==> config.mk <==
export PLATFORM = sky130hd
export DESIGN_NAME = asymmetric_halfwave_lowpass_unit
export DESIGN_NICKNAME = d
export VERILOG_FILES = /design/src/rtl/ahl_pkg.sv /design/src/rtl/asymmetric_halfwave_lowpass_unit.sv /design/src/rtl/ahl_ctrl.sv /design/src/rtl/ahl_datapath.sv
export VERILOG_INCLUDE_DIRS = /design/src /design/src/rtl
export SDC_FILE = /design/constraint.sdc
export NUM_CORES = 2
export LEC_CHECK = 0
export ABC_AREA = 1
export BUFFER_PORTS_ARGS = -buffer_cell sky130_fd_sc_hd__buf_2
export CAP_MARGIN = 20
export CORE_MARGIN = 5
export CORE_UTILIZATION = 50
export DETAILED_ROUTE_END_ITERATION = 7
export PLACE_DENSITY = 0.69
export SLEW_MARGIN = 20
export SYNTH_ARGS = -nofsm -noshare
export SYNTH_HDL_FRONTEND = slang
export SYNTH_HIERARCHICAL = 1
export SYNTH_SLANG_ARGS = --single-unit
==> constraint.sdc <==
create_clock -name clk_i -period 7.2 [get_ports clk_i]
set_input_delay 0.36 -clock clk_i [delete_from_list [all_inputs] [get_ports clk_i]]
set_output_delay 0.36 -clock clk_i [all_outputs]
set_load 0.01 [all_outputs]
==> src/rtl/assert_macros.svh <==
// Assertion macros used by the top-level RTL file.
`ifndef ASSERT_MACROS_SVH
`define ASSERT_MACROS_SVH

// Check cons in the same cycle as ante.
`define ASSERT_IMPLIES(label, clk, rst_n, ante, cons, msg) \
  label: assert property (@(posedge clk) disable iff (!rst_n) (ante) |-> (cons)) \
    else $error(msg);

// Check cons in the cycle after ante.
`define ASSERT_NEXT(label, clk, rst_n, ante, cons, msg) \
  label: assert property (@(posedge clk) disable iff (!rst_n) (ante) |=> (cons)) \
    else $error(msg);

`endif

==> src/rtl/ahl_pkg.sv <==
// Types, constants and defaults of the asymmetric half-wave lowpass unit.
package ahl_pkg;

  localparam int CHANNEL_COUNT_DEF   = 2;
  localparam int SAMPLE_BITS_DEF     = 24;
  localparam int STATE_FRAC_BITS_DEF = 16;

  localparam int COEF_W    = 16;
  localparam int Q15_SHIFT = 15;
  localparam int Q15_HALF  = 16384;
  localparam logic [COEF_W-1:0] Q15_ONE = 16'd32768;

  localparam int APB_DATA_W = 32;
  localparam int PADDR_W    = 4;

  localparam logic [COEF_W-1:0] POS_COEF_RST   = 16'd4021;
  localparam logic [COEF_W-1:0] NEG_COEF_RST   = 16'd847;
  localparam logic [COEF_W-1:0] WET_AMOUNT_RST = 16'd16384;

  typedef enum logic [1:0] {
    REG_POS_COEF   = 2'd0,
    REG_NEG_COEF   = 2'd1,
    REG_WET_AMOUNT = 2'd2
  } reg_idx_e;

  typedef enum logic [1:0] {
    MUL_POS = 2'd0,
    MUL_NEG = 2'd1,
    MUL_WET = 2'd2
  } mul_sel_e;

  typedef enum logic [7:0] {
    ST_IDLE = 8'b0000_0001,
    ST_DIFF = 8'b0000_0010,
    ST_MPOS = 8'b0000_0100,
    ST_MNEG = 8'b0000_1000,
    ST_UNEG = 8'b0001_0000,
    ST_DWET = 8'b0010_0000,
    ST_MWET = 8'b0100_0000,
    ST_EMIT = 8'b1000_0000
  } state_e;

  typedef struct packed {
    logic     load_in;
    logic     load_diff;
    logic     mul_en;
    mul_sel_e mul_sel;
    logic     upd_pos;
    logic     upd_neg;
    logic     load_wet;
    logic     load_out;
  } cmd_t;

endpackage

==> src/rtl/asymmetric_halfwave_lowpass_unit.sv <==
// Top level of the asymmetric half-wave lowpass unit: APB registers and core.
// Each sample is split into its positive and negative half; each half runs
// through its own one-pole lowpass (Q1.15 coefficients, values above 1.0 act
// as 1.0) whose state is kept per channel and cleared by reset, and the
// summed states are blended with the dry sample by wet_amount, rounded half
// up and saturated. An accepted sample steps through the states DIFF, MPOS,
// MNEG, UNEG, DWET, MWET and EMIT, where its result is loaded into the output
// register once the output side is free; a new sample is taken in the cycle
// that result is loaded, so no sample is taken while one is in work. The
// steps come from the single 17 x (SAMPLE_BITS+STATE_FRAC_BITS+1) bit
// multiplier, used in turn for the positive filter, the negative filter and
// the blend, each product registered before use. Channels of CHANNEL_COUNT
// or more share the last channel's state; channel_out_o echoes channel_in_i.
// Registers: 0x0 positive coefficient, 0x4 negative coefficient,
// 0x8 wet amount (16 bits each); write only while the unit is idle.
`include "assert_macros.svh"

module asymmetric_halfwave_lowpass_unit #(
  parameter int CHANNEL_COUNT   = ahl_pkg::CHANNEL_COUNT_DEF,
  parameter int SAMPLE_BITS     = ahl_pkg::SAMPLE_BITS_DEF,
  parameter int STATE_FRAC_BITS = ahl_pkg::STATE_FRAC_BITS_DEF
) (
  input  logic                             clk_i,
  input  logic                             rst_ni,
  input  logic                             psel,
  input  logic                             penable,
  input  logic                             pwrite,
  input  logic [ahl_pkg::PADDR_W-1:0]      paddr,
  input  logic [ahl_pkg::APB_DATA_W-1:0]   pwdata,
  output logic [ahl_pkg::APB_DATA_W-1:0]   prdata,
  output logic                             pready,
  input  logic                             in_valid_i,
  output logic                             in_stall_o,
  input  logic signed [SAMPLE_BITS-1:0]    sample_in_i,
  input  logic                             channel_in_i,
  output logic                             out_valid_o,
  input  logic                             out_stall_i,
  output logic signed [SAMPLE_BITS-1:0]    sample_out_o,
  output logic                             channel_out_o
);
  import ahl_pkg::*;

  logic [COEF_W-1:0] pos_coef_q, neg_coef_q, wet_amount_q;
  logic              cfg_wr;
  logic [1:0]        reg_idx;
  cmd_t              cmd;

  assign pready  = 1'b1;
  assign cfg_wr  = psel && penable && pwrite && pready;
  assign reg_idx = paddr[3:2];

  always_ff @(posedge clk_i or negedge rst_ni) begin
    if (!rst_ni) begin
      pos_coef_q   <= POS_COEF_RST;
      neg_coef_q   <= NEG_COEF_RST;
      wet_amount_q <= WET_AMOUNT_RST;
    end else if (cfg_wr) begin
      case (reg_idx)
        REG_POS_COEF:   pos_coef_q   <= pwdata[COEF_W-1:0];
        REG_NEG_COEF:   neg_coef_q   <= pwdata[COEF_W-1:0];
        REG_WET_AMOUNT: wet_amount_q <= pwdata[COEF_W-1:0];
        default: begin
        end
      endcase
    end
  end

  always_comb begin
    case (reg_idx)
      REG_POS_COEF:   prdata = APB_DATA_W'(pos_coef_q);
      REG_NEG_COEF:   prdata = APB_DATA_W'(neg_coef_q);
      REG_WET_AMOUNT: prdata = APB_DATA_W'(wet_amount_q);
      default:        prdata = '0;
    endcase
  end

  ahl_ctrl u_ctrl (
    .clk_i       (clk_i),
    .rst_ni      (rst_ni),
    .in_valid_i  (in_valid_i),
    .in_stall_o  (in_stall_o),
    .out_valid_o (out_valid_o),
    .out_stall_i (out_stall_i),
    .cmd_o       (cmd)
  );

  ahl_datapath #(
    .CHANNEL_COUNT   (CHANNEL_COUNT),
    .SAMPLE_BITS     (SAMPLE_BITS),
    .STATE_FRAC_BITS (STATE_FRAC_BITS)
  ) u_datapath (
    .clk_i        (clk_i),
    .rst_ni       (rst_ni),
    .cmd_i        (cmd),
    .pos_coef_i   (pos_coef_q),
    .neg_coef_i   (neg_coef_q),
    .wet_amount_i (wet_amount_q),
    .sample_i     (sample_in_i),
    .channel_i    (channel_in_i),
    .sample_o     (sample_out_o),
    .channel_o    (channel_out_o)
  );

  `ASSERT_NEXT(a_cfg_pos_write, clk_i, rst_ni, cfg_wr && (reg_idx == REG_POS_COEF), pos_coef_q == $past(pwdata[COEF_W-1:0]), "positive coefficient write lost")
  `ASSERT_IMPLIES(a_out_no_overwrite, clk_i, rst_ni, cmd.load_out, !out_valid_o || !out_stall_i, "output beat overwritten while stalled")
  `ASSERT_NEXT(a_accept_starts_work, clk_i, rst_ni, in_valid_i && !in_stall_o, cmd.load_diff, "accepted beat not processed")
  `ASSERT_IMPLIES(a_single_step, clk_i, rst_ni, 1'b1, $onehot0({cmd.load_diff, cmd.mul_en, cmd.upd_neg, cmd.load_wet, cmd.load_out}), "datapath steps overlap")

endmodule

==> src/rtl/ahl_ctrl.sv <==
// Sequencing state machine and handshake control of the lowpass unit.
module ahl_ctrl (
  input  logic          clk_i,
  input  logic          rst_ni,
  input  logic          in_valid_i,
  output logic          in_stall_o,
  output logic          out_valid_o,
  input  logic          out_stall_i,
  output ahl_pkg::cmd_t cmd_o
);
  import ahl_pkg::*;

  state_e state_q, state_d;
  logic   out_valid_q, out_valid_d;
  logic   out_free;
  logic   in_ready;

  always_comb begin
    cmd_o    = '0;
    state_d  = state_q;
    in_ready = 1'b0;
    out_free = !out_valid_q || !out_stall_i;
    case (state_q)
      ST_IDLE: begin
        in_ready = 1'b1;
        if (in_valid_i) state_d = ST_DIFF;
      end
      ST_DIFF: begin
        cmd_o.load_diff = 1'b1;
        state_d = ST_MPOS;
      end
      ST_MPOS: begin
        cmd_o.mul_en  = 1'b1;
        cmd_o.mul_sel = MUL_POS;
        state_d = ST_MNEG;
      end
      ST_MNEG: begin
        cmd_o.upd_pos = 1'b1;
        cmd_o.mul_en  = 1'b1;
        cmd_o.mul_sel = MUL_NEG;
        state_d = ST_UNEG;
      end
      ST_UNEG: begin
        cmd_o.upd_neg = 1'b1;
        state_d = ST_DWET;
      end
      ST_DWET: begin
        cmd_o.load_wet = 1'b1;
        state_d = ST_MWET;
      end
      ST_MWET: begin
        cmd_o.mul_en  = 1'b1;
        cmd_o.mul_sel = MUL_WET;
        state_d = ST_EMIT;
      end
      ST_EMIT: begin
        if (out_free) begin
          cmd_o.load_out = 1'b1;
          in_ready = 1'b1;
          state_d = in_valid_i ? ST_DIFF : ST_IDLE;
        end
      end
      default: begin
        state_d = ST_IDLE;
      end
    endcase
    cmd_o.load_in = in_ready && in_valid_i;
  end

  always_comb begin
    out_valid_d = out_valid_q;
    if (cmd_o.load_out) begin
      out_valid_d = 1'b1;
    end else if (!out_stall_i) begin
      out_valid_d = 1'b0;
    end
  end

  always_ff @(posedge clk_i or negedge rst_ni) begin
    if (!rst_ni) begin
      state_q     <= ST_IDLE;
      out_valid_q <= 1'b0;
    end else begin
      state_q     <= state_d;
      out_valid_q <= out_valid_d;
    end
  end

  assign in_stall_o  = !in_ready;
  assign out_valid_o = out_valid_q;

endmodule

==> src/rtl/ahl_datapath.sv <==
// Filter states, shared Q1.15 multiplier, blend, rounding and output register.
module ahl_datapath #(
  parameter int CHANNEL_COUNT   = ahl_pkg::CHANNEL_COUNT_DEF,
  parameter int SAMPLE_BITS     = ahl_pkg::SAMPLE_BITS_DEF,
  parameter int STATE_FRAC_BITS = ahl_pkg::STATE_FRAC_BITS_DEF
) (
  input  logic                          clk_i,
  input  logic                          rst_ni,
  input  ahl_pkg::cmd_t                 cmd_i,
  input  logic [ahl_pkg::COEF_W-1:0]    pos_coef_i,
  input  logic [ahl_pkg::COEF_W-1:0]    neg_coef_i,
  input  logic [ahl_pkg::COEF_W-1:0]    wet_amount_i,
  input  logic signed [SAMPLE_BITS-1:0] sample_i,
  input  logic                          channel_i,
  output logic signed [SAMPLE_BITS-1:0] sample_o,
  output logic                          channel_o
);
  import ahl_pkg::*;

  localparam int StateW = SAMPLE_BITS + STATE_FRAC_BITS;
  localparam int DiffW  = StateW + 1;
  localparam int ProdW  = DiffW + COEF_W + 1;
  localparam int IdxW   = (CHANNEL_COUNT > 1) ? $clog2(CHANNEL_COUNT) : 1;
  localparam logic signed [ProdW-1:0] ProdHalf = ProdW'(Q15_HALF);
  localparam logic signed [DiffW-1:0] OutHalf =
    {{(DiffW-1){1'b0}}, 1'b1} << (STATE_FRAC_BITS - 1);
  localparam logic signed [SAMPLE_BITS-1:0] SampleMax = {1'b0, {(SAMPLE_BITS-1){1'b1}}};
  localparam logic signed [SAMPLE_BITS-1:0] SampleMin = {1'b1, {(SAMPLE_BITS-1){1'b0}}};

  logic signed [SAMPLE_BITS-1:0] x_q;
  logic                          ch_q;
  logic [IdxW-1:0]               idx_q, idx_d;
  logic signed [StateW-1:0]      spos_q [CHANNEL_COUNT];
  logic signed [StateW-1:0]      sneg_q [CHANNEL_COUNT];
  logic signed [DiffW-1:0]       diff_a_q, diff_b_q;
  logic signed [ProdW-1:0]       prod_q, prod_d;
  logic signed [SAMPLE_BITS-1:0] sample_out_q;
  logic                          channel_out_q;

  logic signed [StateW-1:0]      xs, pp, np, spos_cur, sneg_cur;
  logic signed [DiffW-1:0]       diff_pos, diff_neg, diff_wet;
  logic [COEF_W-1:0]             k_raw, k_clamped;
  logic signed [COEF_W:0]        mul_k;
  logic signed [DiffW-1:0]       mul_d;
  logic signed [ProdW-1:0]       prod_rnd, prod_shr;
  logic signed [DiffW-1:0]       scaled;
  logic signed [DiffW-1:0]       sum_pos, sum_neg, blend, blend_rnd, blend_shr;
  logic signed [SAMPLE_BITS:0]   y_wide;
  logic signed [SAMPLE_BITS-1:0] y_sat;

  assign idx_d = (int'(channel_i) >= CHANNEL_COUNT) ? IdxW'(CHANNEL_COUNT - 1)
                                                    : IdxW'(channel_i);

  assign xs       = {x_q, {STATE_FRAC_BITS{1'b0}}};
  assign pp       = (!x_q[SAMPLE_BITS-1] && (x_q != '0)) ? xs : '0;
  assign np       = x_q[SAMPLE_BITS-1] ? xs : '0;
  assign spos_cur = spos_q[idx_q];
  assign sneg_cur = sneg_q[idx_q];

  assign diff_pos = DiffW'(pp) - DiffW'(spos_cur);
  assign diff_neg = DiffW'(np) - DiffW'(sneg_cur);
  assign diff_wet = DiffW'(spos_cur) + DiffW'(sneg_cur) - DiffW'(xs);

  always_comb begin
    case (cmd_i.mul_sel)
      MUL_POS: begin
        k_raw = pos_coef_i;
        mul_d = diff_a_q;
      end
      MUL_NEG: begin
        k_raw = neg_coef_i;
        mul_d = diff_b_q;
      end
      MUL_WET: begin
        k_raw = wet_amount_i;
        mul_d = diff_a_q;
      end
      default: begin
        k_raw = '0;
        mul_d = '0;
      end
    endcase
  end

  assign k_clamped = (k_raw > Q15_ONE) ? Q15_ONE : k_raw;
  assign mul_k     = $signed({1'b0, k_clamped});
  assign prod_d    = ProdW'(mul_k) * ProdW'(mul_d);

  assign prod_rnd = prod_q + ProdHalf;
  assign prod_shr = prod_rnd >>> Q15_SHIFT;
  assign scaled   = prod_shr[DiffW-1:0];

  assign sum_pos = DiffW'(spos_cur) + scaled;
  assign sum_neg = DiffW'(sneg_cur) + scaled;

  assign blend     = DiffW'(xs) + scaled;
  assign blend_rnd = blend + OutHalf;
  assign blend_shr = blend_rnd >>> STATE_FRAC_BITS;
  assign y_wide    = blend_shr[SAMPLE_BITS:0];

  always_comb begin
    if (y_wide[SAMPLE_BITS] != y_wide[SAMPLE_BITS-1]) begin
      y_sat = y_wide[SAMPLE_BITS] ? SampleMin : SampleMax;
    end else begin
      y_sat = y_wide[SAMPLE_BITS-1:0];
    end
  end

  always_ff @(posedge clk_i or negedge rst_ni) begin
    if (!rst_ni) begin
      for (int c = 0; c < CHANNEL_COUNT; c++) begin
        spos_q[c] <= '0;
        sneg_q[c] <= '0;
      end
    end else begin
      if (cmd_i.upd_pos) spos_q[idx_q] <= sum_pos[StateW-1:0];
      if (cmd_i.upd_neg) sneg_q[idx_q] <= sum_neg[StateW-1:0];
    end
  end

  always_ff @(posedge clk_i) begin
    if (cmd_i.load_in) begin
      x_q   <= sample_i;
      ch_q  <= channel_i;
      idx_q <= idx_d;
    end
    if (cmd_i.load_diff) begin
      diff_a_q <= diff_pos;
      diff_b_q <= diff_neg;
    end else if (cmd_i.load_wet) begin
      diff_a_q <= diff_wet;
    end
    if (cmd_i.mul_en) prod_q <= prod_d;
    if (cmd_i.load_out) begin
      sample_out_q  <= y_sat;
      channel_out_q <= ch_q;
    end
  end

  assign sample_o  = sample_out_q;
  assign channel_o = channel_out_q;

endmodule
# == Word-level counts from Yosys, hierarchy flattened ==
# Index checks and enable logic that the tools add are counted.
# classes
n_addsub,9
n_lt_le_gt_ge,3
reduce_logical,19
muxes,34
eq_ne,16
bitwise_logic,1
multipliers,1
# op_table
operator,count
two-way mux 40 bit,9
bitwise mux 80 bit,2
case mux 16 bit (3 select lines),2
two-way mux 41 bit,2
case mux 41 bit (2 select lines),1
subtractor 40 x 40 -> 41 bit,2
adder 40 bit,2
case mux 8 bit (8 select lines),1
"adder 56 x 16 -> 56 bit, second input constant",1
multiplier 17 x 41 -> 56 bit,1
two-way mux 24 bit,2
adder 40 x 40 -> 41 bit,1
adder 40 x 41 -> 41 bit,1
"adder 41 x 17 -> 41 bit, second input constant",1
subtractor 41 x 40 -> 41 bit,1
demux 40 bit (select 1 bit),1
nonzero test 24 bit,1
"greater-than comparator 16 bit, second input constant",1
two-way mux 16 bit,1
two-way mux 8 bit,2
case mux 3 bit (3 select lines),1
"== test 8 x 1 -> 1 bit, second input constant",1
"== test 8 x 2 -> 1 bit, second input constant",1
"== test 8 x 3 -> 1 bit, second input constant",1
other kinds (23),44
# totals
in_bits,68
output_inout_bits,60
register_bits,405

# == Logic depth before layout (Yosys ltp) ==
# depth
ltp_word,8
ltp_mapped,48
ltp_nobuf,45

# == Cells and area by module ==
# Netlist, hierarchy kept.
# by_module_without_submodules
module,area_each_um2,cells_each,seq_area_each_um2,instances
ahl_datapath,53612.7,7550,9228.9,1
asymmetric_halfwave_lowpass_unit,2427.3,302,1222.4,1
ahl_ctrl,586.8,83,226.5,1

# == Worst setup path after synthesis ==
# Ideal clock, no wire load.
# synth_timing
kind,register to register
start,reg u_ctrl.state_q[0]
end,reg u_datapath.prod_q[51] (data pin)
t_arrival_ps,7043
stages_incl_launch_ff,38
path_slack_ps,-103
period_less_slack_ps,7303
path_cell_list,dfstp_2 -> inv_2 -> nand2_4 -> nor2_1 -> nand2_2 -> inv_1 -> buf_4 -> buf_4 -> inv_1 -> nor2_2 -> a221oi_1 -> nand3_1 -> nor2_1 -> nand2_1 -> nand2_4 -> buf_12 -> nand2_2 -> buf_2 -> [2 not listed] -> fa_1 -> fa_1 -> inv_1 -> fa_1 -> inv_1 -> fa_1 -> inv_1 -> fa_1 -> fa_1 -> ha_1 -> a21oi_1 -> inv_1 -> a31oi_1 -> o21a_1 -> nand2_1 -> a21oi_1 -> nand2_1 -> xor2_1
# synth_rtl
item,line,text
from (decl),ahl_ctrl.sv:13,"state_e state_q, state_d;"
from (signal assigned),ahl_ctrl.sv:84,state_q <= state_d;
to (signal assigned),ahl_datapath.sv:133,if (cmd_i.mul_en) prod_q <= prod_d;
to (decl),ahl_datapath.sv:36,"logic signed [ProdW-1:0] prod_q, prod_d;"

==> impl_metrics.ini <==
[finish]
final_util = 0.597
drive_gt1_frac = 0.151
n_fill_cell = 10503
nets = 9566
areaGrowthSynthToFinish_pct = 18.5
fin_cells = 10082

[critical_path]
end_kind = flip-flop
reg2reg_from = u_ctrl/state_q[1]
cpMostUsedCell = fa_1
worstReg2RegEnd = u_datapath/prod_q[54]
cp_slowest_cell = fa_1
rrSetupSlack_ns = -0.40
crit_fanout = 8
max_stage_delay_ns = 0.51
arrival_ns = 8.00
worstPathRequired_ns = 7.60
setup.worst_path.start_class = flip-flop
r2r_cells = 40
path_class = flip-flop to flip-flop

[timing]
setup_ws_ns = -0.396
skew_ns = 0.0979
tightest_slew_ns = 1.23
timing.hold.ws_ns = 0.174
slew_viol_final = 0
tns_ns = -8.86
finalHoldViolations = 0
setup_viol = 40
rsz0062_at_grt = yes
period_share = 1.05
fmax_ghz = 0.132
maxSlewHeadroom = 0.174
post-route-min-period_ns = 7.60

[logic_synthesis]
synth_area_per_cell_um2 = 7.14
ys_warn_count = 6
synth-edff-count = 174
synth_compound_area_frac = 0.0900
syn_inst = 7935
ys_types = 64
ys.flop_type = dfrtp_1
synth_top_family_by_area = adder cells
ys_seq_area_frac = 0.189
postSynth.asyncResetShare = 0.555
synthAdderAreaFrac = 0.296
yosys.area_share.simple = 0.263
synth_xor_area_frac = 0.0283
synthMuxAreaShare = 0.000354
yosys_register_bits = 391
syn_area_mm2 = 0.0566

[grt]
first_global_vias = 55693
grt_pass1_wl_um = 343000
grt_max_degree = 124
grtUsageTotal = 0.377
antenna_found_initial = 6
grt_overflow_total = 0

[die]
dieArea_mm2 = 0.120
die_w_um = 347
fp-row-count = 123
start_util = 0.503
die_h_um = 347
core_mm2 = 0.112
ios = 128

[clock_network]
cts_tree = done
cts_max_level = 2
cts.clk_slew.worst_paths_ns = 0.06
cts_buffers = 50
cts_buffer_depth = 3
cts_sinks = 391
clock_latency_ns = 0.70
cts-root-buf = clkbuf_16

[run_status]
status = complete, but fails checks
failed_checks = negative setup slack

[route]
detail-route-antenna-nets = 0
dr.pass1.iters = 7
drt-total-wl_um = 231000
wire_per_inst_um = 22.9
drt_iter0_drc = 6482
via_count = 56209
avgViaCountPerCell = 5.58
route.detailed.drc = 0

[place]
gp_congestion = 1.06
dp.cells = 9871
hpwlAfterDp_um = 190000
portBuffers = 92

[min_path]
min_from = paddr[2]
min_to = neg_coef_q[9]
hold_class = primary input to flip-flop
hold_depth = 5

[job]
maxCapViolCount = 0
==> sequential cells by signal (all words and copies together), names as in the netlist <==
signal and flops:
u_datapath/diff_a_q 41, u_datapath/diff_b_q 41, u_ctrl/out_valid_o 1, u_datapath/idx_q 1, u_datapath/channel_o 1, u_datapath/x_q 24
wet_amount_q 16, pos_coef_q 16, u_datapath/spos_q 80, u_datapath/sample_o 24, u_datapath/sneg_q 80, u_ctrl/state_q 8
u_datapath/prod_q 42, neg_coef_q 16
==> per-stage QoR <==
step           worst slack, ns  instance area, um2
5_1_grt                 -0.706               67100
2_1_floorplan           0.0112               56700
4_1_cts                 -0.301               66400
3_3_place_gp            -0.682               62500
3_5_place_dp            -0.713               62500
6_report                -0.396               67100
==> cells in the final DEF (no fill, tap or decap), drive strengths merged, types with 126 or more instances in the layout <==
cell and instances:
a21oi 315, dfrtp 199, nand3 357, o21ai 391, fa 628, buf 680, inv 1704, edfxtp 174
xor2 126, ha 336, nand2 2131, nor2 843
==> Yosys cell counts, types with 4 or more instances <==
master	number	area (um2)
buf_4	50	375
or2_2	40	250
clkinv_1	5	18.8
a21oi_1	313	1570
nand2_4	10	113
a211oi_1	6	45.0
nand2_2	42	263
o211ai_1	11	82.6
o21ai_2	21	184
fa_1	628	12600
nor2_1	808	3030
buf_1	11	41.3
nand4_1	86	538
xnor3_1	4	90.1
xnor2_1	47	412
nor4_1	21	131
nand2_1	2078	7800
inv_2	24	90.1
nand3_1	353	1770
nor3_1	63	315
nor2_2	19	119
a21o_1	25	188
inv_1	1672	6280
a21boi_0	14	105
buf_2	25	125
o22ai_1	42	263
o21bai_1	52	390
a221oi_1	5	43.8
ha_1	336	4200
buf_6	17	191
edfxtp_1	174	5230
nor2_4	12	135
clkbuf_1	92	345
o21ai_0	358	1790
a31oi_1	29	181
and3_1	8	50.1
dfstp_2	18	473
dfrtp_1	199	4980
o21ai_1	12	60.1
nand3b_1	32	240
xor2_1	126	1100
o21a_1	13	97.6
==> routing by layer <==
metal	share of wire	track usage
met1	0.38	0.467
met2	0.45	0.600
met3	0.090	0.0733
met4	0.087	0.251
met5	0.00017	0
==> how the worst max path moves through the flow <==
stage,cells past startpoint,end,startpoint
final,40,u_datapath/prod_q[54],u_ctrl/state_q[1]
after detailed placement,33,u_datapath/prod_q[54],u_ctrl/state_q[1]
after global routing,38,u_datapath/prod_q[54],u_ctrl/state_q[1]
after global placement,38,u_datapath/prod_q[54],u_ctrl/state_q[0]
after floorplan,37,u_datapath/prod_q[51],u_ctrl/state_q[0]
after CTS,37,u_datapath/prod_q[54],u_ctrl/state_q[1]
==> worst max-delay path, delay by kind of cell, from the launching register on <==
kind | cells | cell delay (ns)
flip-flops | 1 | 0.39
adder cells (fa/ha/maj) | 7 | 3.23
AND/OR/NAND/NOR | 17 | 1.94
buffers and inverters | 15 | 1.45
AO/OA/AOI/OAI | 1 | 0.32
==> area by class of cell <==
cell class | instances | area (um2) | area share
clock buffers | 57 | 1330 | 0.0199
repair buffers | 726 | 6240 | 0.0930
multi-input cells | 5661 | 40100 | 0.597
clock inverters | 37 | 434 | 0.00647
diodes | 6 | 15.0 | 0.000224
well taps | 1500 | 1880 | 0.0280
flip-flops and latches | 391 | 10700 | 0.159
inverters | 1703 | 6450 | 0.0961
repair inverters | 1 | 8.76 | 0.000131
==> what timing repair did <==
action                                 in CTS  in global routing
hold buffers                               44                  0
resized for setup                         302                134
pin swaps                                  64                 54
gates cloned                                9                  3
buffers inserted                           32                 23
endpoints found under the hold margin     143                  0
setup endpoints to repair                  42                 42
==> cells by family after synthesis <==
family / count (synthesis)
xor gates and xnor gates: 177
and+or+nand+nor: 3586
AOI/OAI and AO/OA: 911
DFF: 391
buffers and inverters: 1901
adders and majority gates: 964
muxes: 2
other: 3
Power is not shown: default switching activity piles up to over one toggle a cycle in this logic, so the estimate is an artifact.
